`config.mk`:
```
export PLATFORM = sky130hd
export DESIGN_NAME = x86_16bit_instruction_decoder
export DESIGN_NICKNAME = d
export VERILOG_FILES = /design/src/sv/x86d_pkg.sv /design/src/sv/x86d_front.sv /design/src/sv/x86d_queue.sv /design/src/sv/x86_16bit_instruction_decoder.sv
export SDC_FILE = /design/constraint.sdc
export NUM_CORES = 1
export LEC_CHECK = 0
export BUFFER_PORTS_ARGS = -buffer_cell sky130_fd_sc_hd__buf_2
export CAP_MARGIN = 25
export CORE_UTILIZATION = 45
export DETAILED_ROUTE_END_ITERATION = 8
export GPL_TIMING_DRIVEN = 0
export PLACE_DENSITY = 0.71
export SYNTH_ARGS = -nofsm -noshare
export SYNTH_HDL_FRONTEND = slang
export SYNTH_SLANG_ARGS = --single-unit
```
`constraint.sdc`:
```
create_clock -name clk -period 6.6 [get_ports clk]
set_input_delay 0.99 -clock clk [delete_from_list [all_inputs] [get_ports clk]]
set_output_delay 0.99 -clock clk [all_outputs]
set_load 0.005 [all_outputs]
```
`src/sv/x86d_pkg.sv`:
```
`timescale 1ns / 1ps
package x86d_pkg;

  localparam int ADDR_BITS = 16;
  localparam int Q_DEPTH   = 4;
  localparam int Q_PTR_W   = $clog2(Q_DEPTH);

  localparam logic [4:0] CLS_MOV_RM    = 5'd0;
  localparam logic [4:0] CLS_MOV_IRM   = 5'd1;
  localparam logic [4:0] CLS_MOV_IREG  = 5'd2;
  localparam logic [4:0] CLS_MOV_MACC  = 5'd3;
  localparam logic [4:0] CLS_MOV_AMEM  = 5'd4;
  localparam logic [4:0] CLS_MOV_TOSEG = 5'd5;
  localparam logic [4:0] CLS_MOV_FRSEG = 5'd6;
  localparam logic [4:0] CLS_ADD_RM    = 5'd7;
  localparam logic [4:0] CLS_ADD_IACC  = 5'd8;
  localparam logic [4:0] CLS_ADD_IRM   = 5'd9;
  localparam logic [4:0] CLS_SUB_RM    = 5'd10;
  localparam logic [4:0] CLS_SUB_IACC  = 5'd11;
  localparam logic [4:0] CLS_SUB_IRM   = 5'd12;
  localparam logic [4:0] CLS_CMP_RM    = 5'd13;
  localparam logic [4:0] CLS_CMP_IACC  = 5'd14;
  localparam logic [4:0] CLS_CMP_IRM   = 5'd15;
  localparam logic [4:0] CLS_JCC       = 5'd16;
  localparam logic [4:0] CLS_GROUP     = 5'd17;
  localparam logic [4:0] CLS_BAD       = 5'd18;

  localparam logic [2:0] GRP_ADD = 3'd0;
  localparam logic [2:0] GRP_SUB = 3'd5;
  localparam logic [2:0] GRP_CMP = 3'd7;

  localparam logic [2:0] MODE_MEM0   = 3'd0;
  localparam logic [2:0] MODE_MEM8   = 3'd1;
  localparam logic [2:0] MODE_MEM16  = 3'd2;
  localparam logic [2:0] MODE_REG    = 3'd3;
  localparam logic [2:0] MODE_DIRECT = 3'd4;
  localparam logic [2:0] RM_DIRECT   = 3'b110;

  typedef struct packed {
    logic        status;
    logic [4:0]  op_class;
    logic [7:0]  opcode_byte;
    logic        wide;
    logic        reg_is_dest;
    logic [2:0]  reg_field;
    logic [2:0]  operand_mode;
    logic [2:0]  rm_field;
    logic [15:0] displacement_or_target;
    logic [15:0] immediate;
    logic [2:0]  length;
    logic [15:0] instr_address;
  } rec_t;

  function automatic logic [15:0] sext8(input logic [7:0] x);
    sext8 = {{8{x[7]}}, x};
  endfunction

  function automatic logic [4:0] first_class(input logic [7:0] b);
    if ((b & 8'b11111100) == 8'b10001000) first_class = CLS_MOV_RM;
    else if ((b & 8'hFE) == 8'b11000110)  first_class = CLS_MOV_IRM;
    else if ((b & 8'hF0) == 8'b10110000)  first_class = CLS_MOV_IREG;
    else if ((b & 8'hFE) == 8'hA0)        first_class = CLS_MOV_MACC;
    else if ((b & 8'hFE) == 8'hA2)        first_class = CLS_MOV_AMEM;
    else if (b == 8'h8E)                  first_class = CLS_MOV_TOSEG;
    else if (b == 8'h8C)                  first_class = CLS_MOV_FRSEG;
    else if ((b & 8'hFC) == 8'h00)        first_class = CLS_ADD_RM;
    else if ((b & 8'hFE) == 8'h04)        first_class = CLS_ADD_IACC;
    else if ((b & 8'hFC) == 8'h80)        first_class = CLS_GROUP;
    else if ((b & 8'hFC) == 8'h28)        first_class = CLS_SUB_RM;
    else if ((b & 8'hFE) == 8'h2C)        first_class = CLS_SUB_IACC;
    else if ((b & 8'hFC) == 8'b00111000)  first_class = CLS_CMP_RM;
    else if ((b & 8'hFE) == 8'h3C)        first_class = CLS_CMP_IACC;
    else if ((b & 8'hF0) == 8'h70 || (b & 8'hFC) == 8'hE0) first_class = CLS_JCC;
    else                                  first_class = CLS_BAD;
  endfunction

  function automatic logic has_modrm(input logic [4:0] c);
    has_modrm = (c == CLS_MOV_RM) || (c == CLS_MOV_IRM) || (c == CLS_MOV_TOSEG) ||
                (c == CLS_MOV_FRSEG) || (c == CLS_ADD_RM) || (c == CLS_ADD_IRM) ||
                (c == CLS_SUB_RM) || (c == CLS_SUB_IRM) || (c == CLS_CMP_RM) ||
                (c == CLS_CMP_IRM);
  endfunction

endpackage

```
`src/sv/x86d_front.sv`:
```
`timescale 1ns / 1ps
module x86d_front (
  input  logic              clk,
  input  logic              rst_n,
  input  logic              byte_vld,
  input  logic [7:0]        byte_in,
  output logic              rec_vld,
  output x86d_pkg::rec_t    rec
);
  import x86d_pkg::*;

  logic [7:0]           store_r [6];
  logic [2:0]           held_r;
  logic [ADDR_BITS-1:0] ofs_r;
  logic                 halted_r;

  logic [7:0]  bv [6];
  logic [2:0]  n;
  logic [4:0]  cls;
  logic [2:0]  db;
  logic [2:0]  len;
  logic        data_wide;
  logic        done;
  logic        bad;
  logic [2:0]  p;

  // view of the bytes including the one arriving now
  always_comb begin
    for (int k = 0; k < 6; k++) begin
      bv[k] = (held_r == 3'(k)) ? byte_in : store_r[k];
    end
  end

  // classify and decode the collected bytes
  always_comb begin
    n         = held_r + 3'd1;
    cls       = first_class(bv[0]);
    db        = 3'd0;
    len       = 3'd2;
    data_wide = 1'b0;
    done      = 1'b0;
    bad       = 1'b0;
    p         = 3'd0;
    rec       = '0;
    rec.opcode_byte   = bv[0];
    rec.instr_address = ofs_r[15:0];

    if (cls == CLS_GROUP) begin
      if (n < 3'd2) cls = CLS_GROUP;
      else if (bv[1][5:3] == GRP_ADD) cls = CLS_ADD_IRM;
      else if (bv[1][5:3] == GRP_SUB) cls = CLS_SUB_IRM;
      else if (bv[1][5:3] == GRP_CMP) cls = CLS_CMP_IRM;
      else cls = CLS_BAD;
    end

    if (cls == CLS_BAD) begin
      bad        = 1'b1;
      done       = 1'b1;
      rec.status = 1'b1;
      rec.length = n;
    end else if (cls != CLS_GROUP && !(has_modrm(cls) && n < 3'd2)) begin
      if (has_modrm(cls)) begin
        case (bv[1][7:6])
          2'd0:    db = (bv[1][2:0] == RM_DIRECT) ? 3'd2 : 3'd0;
          2'd1:    db = 3'd1;
          2'd2:    db = 3'd2;
          default: db = 3'd0;
        endcase
        rec.rm_field     = bv[1][2:0];
        rec.operand_mode = {1'b0, bv[1][7:6]};
        if (bv[1][7:6] == 2'd0 && bv[1][2:0] == RM_DIRECT) rec.operand_mode = MODE_DIRECT;
      end
      case (cls)
        CLS_MOV_RM, CLS_ADD_RM, CLS_SUB_RM, CLS_CMP_RM: begin
          rec.wide = bv[0][0]; rec.reg_is_dest = bv[0][1]; rec.reg_field = bv[1][5:3];
          len = 3'd2 + db;
        end
        CLS_MOV_IRM: begin
          rec.wide = bv[0][0]; data_wide = bv[0][0];
          len = 3'd2 + db + (data_wide ? 3'd2 : 3'd1);
        end
        CLS_MOV_IREG: begin
          rec.wide = bv[0][3]; rec.reg_is_dest = 1'b1; rec.reg_field = bv[0][2:0];
          rec.operand_mode = MODE_REG; data_wide = bv[0][3];
          len = data_wide ? 3'd3 : 3'd2;
        end
        CLS_MOV_MACC, CLS_MOV_AMEM: begin
          rec.wide = bv[0][0]; rec.reg_is_dest = (cls == CLS_MOV_MACC);
          rec.operand_mode = MODE_DIRECT; rec.rm_field = RM_DIRECT;
          len = 3'd3;
        end
        CLS_MOV_TOSEG, CLS_MOV_FRSEG: begin
          rec.wide = 1'b1; rec.reg_is_dest = (cls == CLS_MOV_TOSEG);
          rec.reg_field = {1'b0, bv[1][4:3]};
          len = 3'd2 + db;
        end
        CLS_ADD_IACC, CLS_SUB_IACC, CLS_CMP_IACC: begin
          rec.wide = bv[0][0]; rec.reg_is_dest = 1'b1; rec.operand_mode = MODE_REG;
          data_wide = bv[0][0];
          len = data_wide ? 3'd3 : 3'd2;
        end
        CLS_ADD_IRM, CLS_SUB_IRM, CLS_CMP_IRM: begin
          rec.wide = bv[0][0]; data_wide = bv[0][0] & ~bv[0][1];
          len = 3'd2 + db + (data_wide ? 3'd2 : 3'd1);
        end
        default: len = 3'd2;
      endcase
      rec.op_class = cls;
      rec.length   = len;
      done         = (n >= len);

      // displacement, address or jump target
      if (has_modrm(cls)) begin
        if (db == 3'd1) rec.displacement_or_target = sext8(bv[2]);
        else if (db == 3'd2) rec.displacement_or_target = {bv[3], bv[2]};
      end
      if (cls == CLS_MOV_MACC || cls == CLS_MOV_AMEM)
        rec.displacement_or_target = {bv[2], bv[1]};
      if (cls == CLS_JCC)
        rec.displacement_or_target = ofs_r[15:0] + 16'd2 + sext8(bv[1]);

      // immediate data
      p = 3'd2 + db;
      if (cls == CLS_MOV_IRM || cls == CLS_ADD_IRM || cls == CLS_SUB_IRM ||
          cls == CLS_CMP_IRM) begin
        if (data_wide) rec.immediate = {bv[p + 3'd1], bv[p]};
        else if (cls == CLS_MOV_IRM) rec.immediate = {8'h00, bv[p]};
        else rec.immediate = sext8(bv[p]);
      end else if (cls == CLS_MOV_IREG || cls == CLS_ADD_IACC ||
                   cls == CLS_SUB_IACC || cls == CLS_CMP_IACC) begin
        rec.immediate = data_wide ? {bv[2], bv[1]} : sext8(bv[1]);
      end
    end
  end

  assign rec_vld = byte_vld && !halted_r && done;

  // hold incoming bytes
  always_ff @(posedge clk) begin
    if (byte_vld && !halted_r) store_r[held_r] <= byte_in;
  end

  // advance collector state
  always_ff @(posedge clk) begin
    if (!rst_n) begin
      held_r   <= 3'd0;
      ofs_r    <= '0;
      halted_r <= 1'b0;
    end else if (byte_vld && !halted_r) begin
      if (done) begin
        held_r <= 3'd0;
        if (bad) halted_r <= 1'b1;
        else ofs_r <= ofs_r + ADDR_BITS'(len);
      end else begin
        held_r <= n;
      end
    end
  end

endmodule

```
`src/sv/x86d_queue.sv`:
```
`timescale 1ns / 1ps
module x86d_queue (
  input  logic           clk,
  input  logic           rst_n,
  input  logic           wr_en,
  input  x86d_pkg::rec_t wr_rec,
  output logic           q_full,
  output logic           q_empty,
  input  logic           rd_en,
  output x86d_pkg::rec_t rd_rec
);
  import x86d_pkg::*;

  rec_t               mem_r [Q_DEPTH];
  logic [Q_PTR_W-1:0] wp_r;
  logic [Q_PTR_W-1:0] rp_r;
  logic [Q_PTR_W:0]   cnt_r;
  logic               do_wr;
  logic               do_rd;

  assign q_full  = (cnt_r == (Q_PTR_W+1)'(Q_DEPTH));
  assign q_empty = (cnt_r == '0);
  assign do_wr   = wr_en && !q_full;
  assign do_rd   = rd_en && !q_empty;
  assign rd_rec  = mem_r[rp_r];

  // store beats
  always_ff @(posedge clk) begin
    if (do_wr) mem_r[wp_r] <= wr_rec;
  end

  // advance pointers and count
  always_ff @(posedge clk) begin
    if (!rst_n) begin
      wp_r  <= '0;
      rp_r  <= '0;
      cnt_r <= '0;
    end else begin
      if (do_wr) wp_r <= wp_r + 1'b1;
      if (do_rd) rp_r <= rp_r + 1'b1;
      if (do_wr && !do_rd) cnt_r <= cnt_r + 1'b1;
      else if (do_rd && !do_wr) cnt_r <= cnt_r - 1'b1;
    end
  end

  a_cnt_max: assert property (@(posedge clk) disable iff (!rst_n)
    cnt_r <= (Q_PTR_W+1)'(Q_DEPTH)) else $error("queue count overflow");
  a_ptr_gap: assert property (@(posedge clk) disable iff (!rst_n)
    (wp_r - rp_r) == cnt_r[Q_PTR_W-1:0]) else $error("queue pointers disagree with count");
  a_cnt_step: assert property (@(posedge clk) disable iff (!rst_n)
    (do_wr && !do_rd) |=> cnt_r == $past(cnt_r) + 1'b1) else $error("queue count step");

endmodule

```
`src/sv/x86_16bit_instruction_decoder.sv`:
```
`timescale 1ns / 1ps
// 16-bit x86 instruction decoder, subset: mov forms, add/sub/cmp, short jumps.
// Input channel: one instruction byte per beat on in_byte, taken when push is
//   high and full is low.
// Result channel: one decoded record per instruction, shown while empty is
//   low and taken when pop is high. out_status 1 marks an unhandled opcode,
//   after which the block drops all bytes until reset.
// A record enters the result queue on the edge that takes the last byte of
//   its instruction and is visible in the following cycle.
// Throughput: one byte per cycle while full is low, set by the combinational byte classifier.
// A four-entry result queue parts the sides; when the receiver stalls the
//   queue fills and full rises, holding off further bytes.
// Reset (rst_n low, synchronous) clears the byte count, the stream offset,
//   the halt flag and the queue.
module x86_16bit_instruction_decoder (
  input  logic        clk,
  input  logic        rst_n,
  input  logic        push,
  output logic        full,
  input  logic [7:0]  in_byte,
  output logic        empty,
  input  logic        pop,
  output logic        out_status,
  output logic [4:0]  out_op_class,
  output logic [7:0]  out_opcode_byte,
  output logic        out_wide,
  output logic        out_reg_is_dest,
  output logic [2:0]  out_reg_field,
  output logic [2:0]  out_operand_mode,
  output logic [2:0]  out_rm_field,
  output logic [15:0] out_displacement_or_target,
  output logic [15:0] out_immediate,
  output logic [2:0]  out_length,
  output logic [15:0] out_instr_address
);
  import x86d_pkg::*;

  logic rec_vld;
  rec_t rec;
  rec_t q_rec;
  logic q_full;

  assign full = q_full;

  x86d_front u_front (
    .clk      (clk),
    .rst_n    (rst_n),
    .byte_vld (push && !q_full),
    .byte_in  (in_byte),
    .rec_vld  (rec_vld),
    .rec      (rec)
  );

  x86d_queue u_queue (
    .clk     (clk),
    .rst_n   (rst_n),
    .wr_en   (rec_vld),
    .wr_rec  (rec),
    .q_full  (q_full),
    .q_empty (empty),
    .rd_en   (pop),
    .rd_rec  (q_rec)
  );

  // unpack the head record
  assign out_status                 = q_rec.status;
  assign out_op_class               = q_rec.op_class;
  assign out_opcode_byte            = q_rec.opcode_byte;
  assign out_wide                   = q_rec.wide;
  assign out_reg_is_dest            = q_rec.reg_is_dest;
  assign out_reg_field              = q_rec.reg_field;
  assign out_operand_mode           = q_rec.operand_mode;
  assign out_rm_field               = q_rec.rm_field;
  assign out_displacement_or_target = q_rec.displacement_or_target;
  assign out_immediate              = q_rec.immediate;
  assign out_length                 = q_rec.length;
  assign out_instr_address          = q_rec.instr_address;

endmodule
```
==> impl_results.md <==
- Run status: complete, no violations
- Post-Syn Area: between 15000 and 20000 sq um
- Endpoint of the most critical register-to-register path: u_queue.cnt_r[2]$_SDFFE_PN0P_
- Count of unique library cells instantiated by Yosys: 86
- Dominant cell by count in the synthesized netlist: sky130_fd_sc_hd__edfxtp_1
- Ports: 90
- # fillers: about 3.2k
- Most repeated library cell on the critical path: sky130_fd_sc_hd__buf_6
- Number of setup violations in the final report: 0
- Critical-path cell with the highest stage delay: sky130_fd_sc_hd__mux2i_2
- Hold Crit Class: register to register
- Peak supply drop: approximately 0.23 mV
- Clock root buffer: sky130_fd_sc_hd__clkbuf_16
- Number of cells on the worst hold path: 1
- Total global routing overflow: 0
- Via count of the first global-routing pass: 11.4k
- Number of diodes added for antenna fixing: 0
- Most frequent cells after synthesis: sky130_fd_sc_hd__edfxtp_1 (352), sky130_fd_sc_hd__mux4_2 (82), sky130_fd_sc_hd__nand2_1 (78), sky130_fd_sc_hd__nor2_1 (72), sky130_fd_sc_hd__a21oi_1 (68)
- Final estimated routing congestion in global placement: about 0.95
- Total power: 7.72 mW
- Final worst hold slack: just under 0.5 ns
- Later-pin clock latency in the skew report: roughly 0.56 ns
- Vertical die dimension: 202 um
- Register-to-Register Setup Slack: about 0.25 ns
- Global Route Usage Sum: between 20 and 25%
- Switching power summed over all nets: roughly 2.3 mW
- Deepest level of the CTS H-tree: 2
- # hold bufs at CTS: 0
- Vias after detailed routing: 11.5k
- Main flop type after synthesis: sky130_fd_sc_hd__edfxtp_1
- Cells on worst reg2reg path: 30
- Post-route non-filler standard cell count: just under 2k
- Finished Core Util: approximately 54%
- Pre-CTS worst setup slack: -1.05 ns
- TritonCTS clock tree: yes
- Required time at the endpoint of the critical path: 7.08 ns
- Final sum of negative setup slack: 0 ns
- Growth of design area from synthesis to finish: 16.4%
- Ranking of synthesized cells by area: sky130_fd_sc_hd__edfxtp_1 (59%), sky130_fd_sc_hd__mux4_2 (10%), sky130_fd_sc_hd__ha_1 (3.4%)
- CP max stage delay: slightly above 0.6 ns
- Number of flops mapped to enable cells by yosys: ~350
- Beginning of the worst register-to-register path: u_front.held_r[0]$_SDFFE_PN0P_
- Category of the worst setup path launch point: register
- Final critical path time including I/O delays and setup: 6.35 ns
- Cell total after placement: about 1.8k
- Number of detailed-route iterations in the first pass: 6
- Post-route clock period utilization: a little over nine tenths
- Internal power: roughly 5.4 mW
- Clock buffers created by TritonCTS: 40
- Num rows: slightly above 70
- DR WL/cell: ~24 um
- Combinational cell fraction of total power: 29.3%
- Share of layout cells above drive strength 1: around 25%
- Worst slew margin relative to its limit: 26.5%
- Area of the die: 40800 sq um
- Capturing element of the worst setup path: u_queue.cnt_r[2]$_SDFFE_PN0P_
- Post-route design area: approximately 21000 sq um
- First-pass GRT wire length: a little under 70000 um
- Initial antenna violation count: 0
- Synthesis-stage register bit count: between 300 and 400
- Instance count of the mapped netlist: 1223
- Share of the yosys chip area belonging to registers: 62.0%
- Post-synth ARST share: 0%
- Clock buffer depth: 3
- Post-route worst setup slack: approximately 0.25 ns
- Post-route DRC violation count: 0
- Reg clk slew, reported paths: 0.06 ns
- Fin nets: 1447
- Part of the power in registers: between 40% and 50%
- Timing startpoint of the critical path: u_front.held_r[0]$_SDFFE_PN0P_
- Power per cell area: roughly 370 nW/um^2
- Setup crit end kind: register
- Yosys top cell by area: sky130_fd_sc_hd__edfxtp_1
- Sink count of the clock tree: roughly 380
- Sw frac: about 30%
- Routed WL: approximately 46000 um
- Cell area after placement: just under 20000 sq um
- Pleak: ~7.3 nW
- Per-cell via count in the routed design: 5.94
- Count of warnings emitted by yosys: 0
- Clk pwr share: a little under a third
- Crit path DAT: roughly 6.8 ns
- Die X-Extent: ~200 um
- Final hold vios: 0
- DP HPWL: 31500 um
- Pin count of the biggest net entering global routing: 48
- Placeable Area: 39000 sq um
- Max Cap Viol: 0
- Area fraction of the dominant cell type after synthesis: between 50% and 60%
- Peak fanout along the critical path: 11
- Antenna-violating nets left: 0
- PortBufs: slightly below 90
- Type of the worst setup path: register to register
- Starting density of the core: between 40% and 50%
- Final clock skew: just over 0.02 ns
- Transition time of the tightest slew-check pin: around 1.1 ns
- Avg Cell Area, Syn: 14.7 sq um
- Post-Synthesis Net Count: 1288
- DR iter-0 viols: 1161
- Count of pins over their slew limit: 0
- Maximum achievable frequency: between 150 and 200 MHz
cell type report:
| type | instances | area (sq um) | area share [%] |
|---|---|---|---|
| repair buffers | 117 | 728 | 3.48 |
| flip-flops and latches | 381 | 11200 | 53.3 |
| clock buffers | 50 | 1080 | 5.16 |
| well taps | 518 | 648 | 3.09 |
| plain buffers | 59 | 303 | 1.45 |
| multi-input cells | 719 | 6490 | 31.0 |
| clock inverters | 24 | 287 | 1.37 |
| inverters | 64 | 251 | 1.20 |
kinds of logic after synthesis:
group / synth area share, %
adder cells (fa/ha/maj): 3.85
AND/OR/NAND/NOR: 8.57
AO/OA/AOI/OAI: 8.51
multiplexers: 13.1
buffers and inverters: 2.94
XOR/XNOR: 1.07
flip-flops: 62.0
per-layer routing:
layer | GRT usage (%) | share of wire (%)
met5 | 0 | 0
met1 | 30.6 | 42
met2 | 36.6 | 49
met3 | 4.72 | 6.7
met4 | 7.63 | 2.9
placed cells by master, fill, tap and decap left out, types with 8 or more instances in the layout:
cell	n
sky130_fd_sc_hd__a21oi_1	67
sky130_fd_sc_hd__a22o_1	8
sky130_fd_sc_hd__and3_1	11
sky130_fd_sc_hd__buf_1	13
sky130_fd_sc_hd__buf_2	99
sky130_fd_sc_hd__buf_4	26
sky130_fd_sc_hd__clkbuf_1	36
sky130_fd_sc_hd__clkbuf_16	42
sky130_fd_sc_hd__clkinv_1	8
sky130_fd_sc_hd__dfxtp_1	26
sky130_fd_sc_hd__edfxtp_1	352
sky130_fd_sc_hd__ha_1	48
sky130_fd_sc_hd__inv_1	56
sky130_fd_sc_hd__mux2_2	9
sky130_fd_sc_hd__mux2i_1	25
sky130_fd_sc_hd__mux4_2	82
sky130_fd_sc_hd__nand2_1	77
sky130_fd_sc_hd__nand2b_1	19
sky130_fd_sc_hd__nand3_1	24
sky130_fd_sc_hd__nor2_1	72
sky130_fd_sc_hd__nor3_1	21
sky130_fd_sc_hd__nor3b_1	9
sky130_fd_sc_hd__o211ai_1	17
sky130_fd_sc_hd__o21a_1	9
sky130_fd_sc_hd__o21ai_0	24
sky130_fd_sc_hd__o22ai_1	11
sky130_fd_sc_hd__or3_1	12
sky130_fd_sc_hd__xnor2_1	13
sky130_fd_sc_hd__xor2_1	9
worst min path at each step:
stage | from | slack (ns) | to
final | u_front.halted_r$_SDFFE_PN0P_ | 0.49 | u_front.halted_r$_SDFFE_PN0P_
after global routing | u_front.halted_r$_SDFFE_PN0P_ | 0.53 | u_front.halted_r$_SDFFE_PN0P_
after CTS | u_front.halted_r$_SDFFE_PN0P_ | 0.50 | u_front.halted_r$_SDFFE_PN0P_
after floorplan | u_front.halted_r$_SDFFE_PN0P_ | 0.46 | u_front.halted_r$_SDFFE_PN0P_
after detailed placement | u_front.halted_r$_SDFFE_PN0P_ | 0.49 | u_front.halted_r$_SDFFE_PN0P_
after global placement | u_front.halted_r$_SDFFE_PN0P_ | 0.46 | u_front.halted_r$_SDFFE_PN0P_
worst max-delay path: cells and delay by family, from the launching register on:
family	cells	cell delay (ns)
buffers and inverters	8	0.89
multiplexers	1	0.62
XOR/XNOR	1	0.17
flip-flops	1	0.41
AO/OA/AOI/OAI	7	1.31
adder cells (fa/ha/maj)	5	1.30
AND/OR/NAND/NOR	8	1.54
registers in the layout, indices dropped and copies added (netlist names), named ones only:
register and cells:
u_front.halted_r 1, u_queue.rp_r 2, u_queue.wp_r 2, u_front.held_r 3, u_queue.cnt_r 3, u_front.ofs_r 16
u_front.store_r 48, u_queue.mem_r 304
power groups by stage:
stage	combinational, mW	clock [mW]	sequential (mW)
finish	2.26	2.32	3.14
global route	2.44	2.46	3.17
CTS	2.23	2.37	3.14
detailed placement	2.19	0	3.19
global placement	2.12	0	3.18
floorplan	1.37	0	3.15
timing repair:
item	CTS	global route
setup buffers	6	13
pin swaps	1	3
endpoints found under the hold margin	0	0
endpoints found under the setup margin	326	186
resized for setup	21	18
Power figures use the tool's default switching activity.
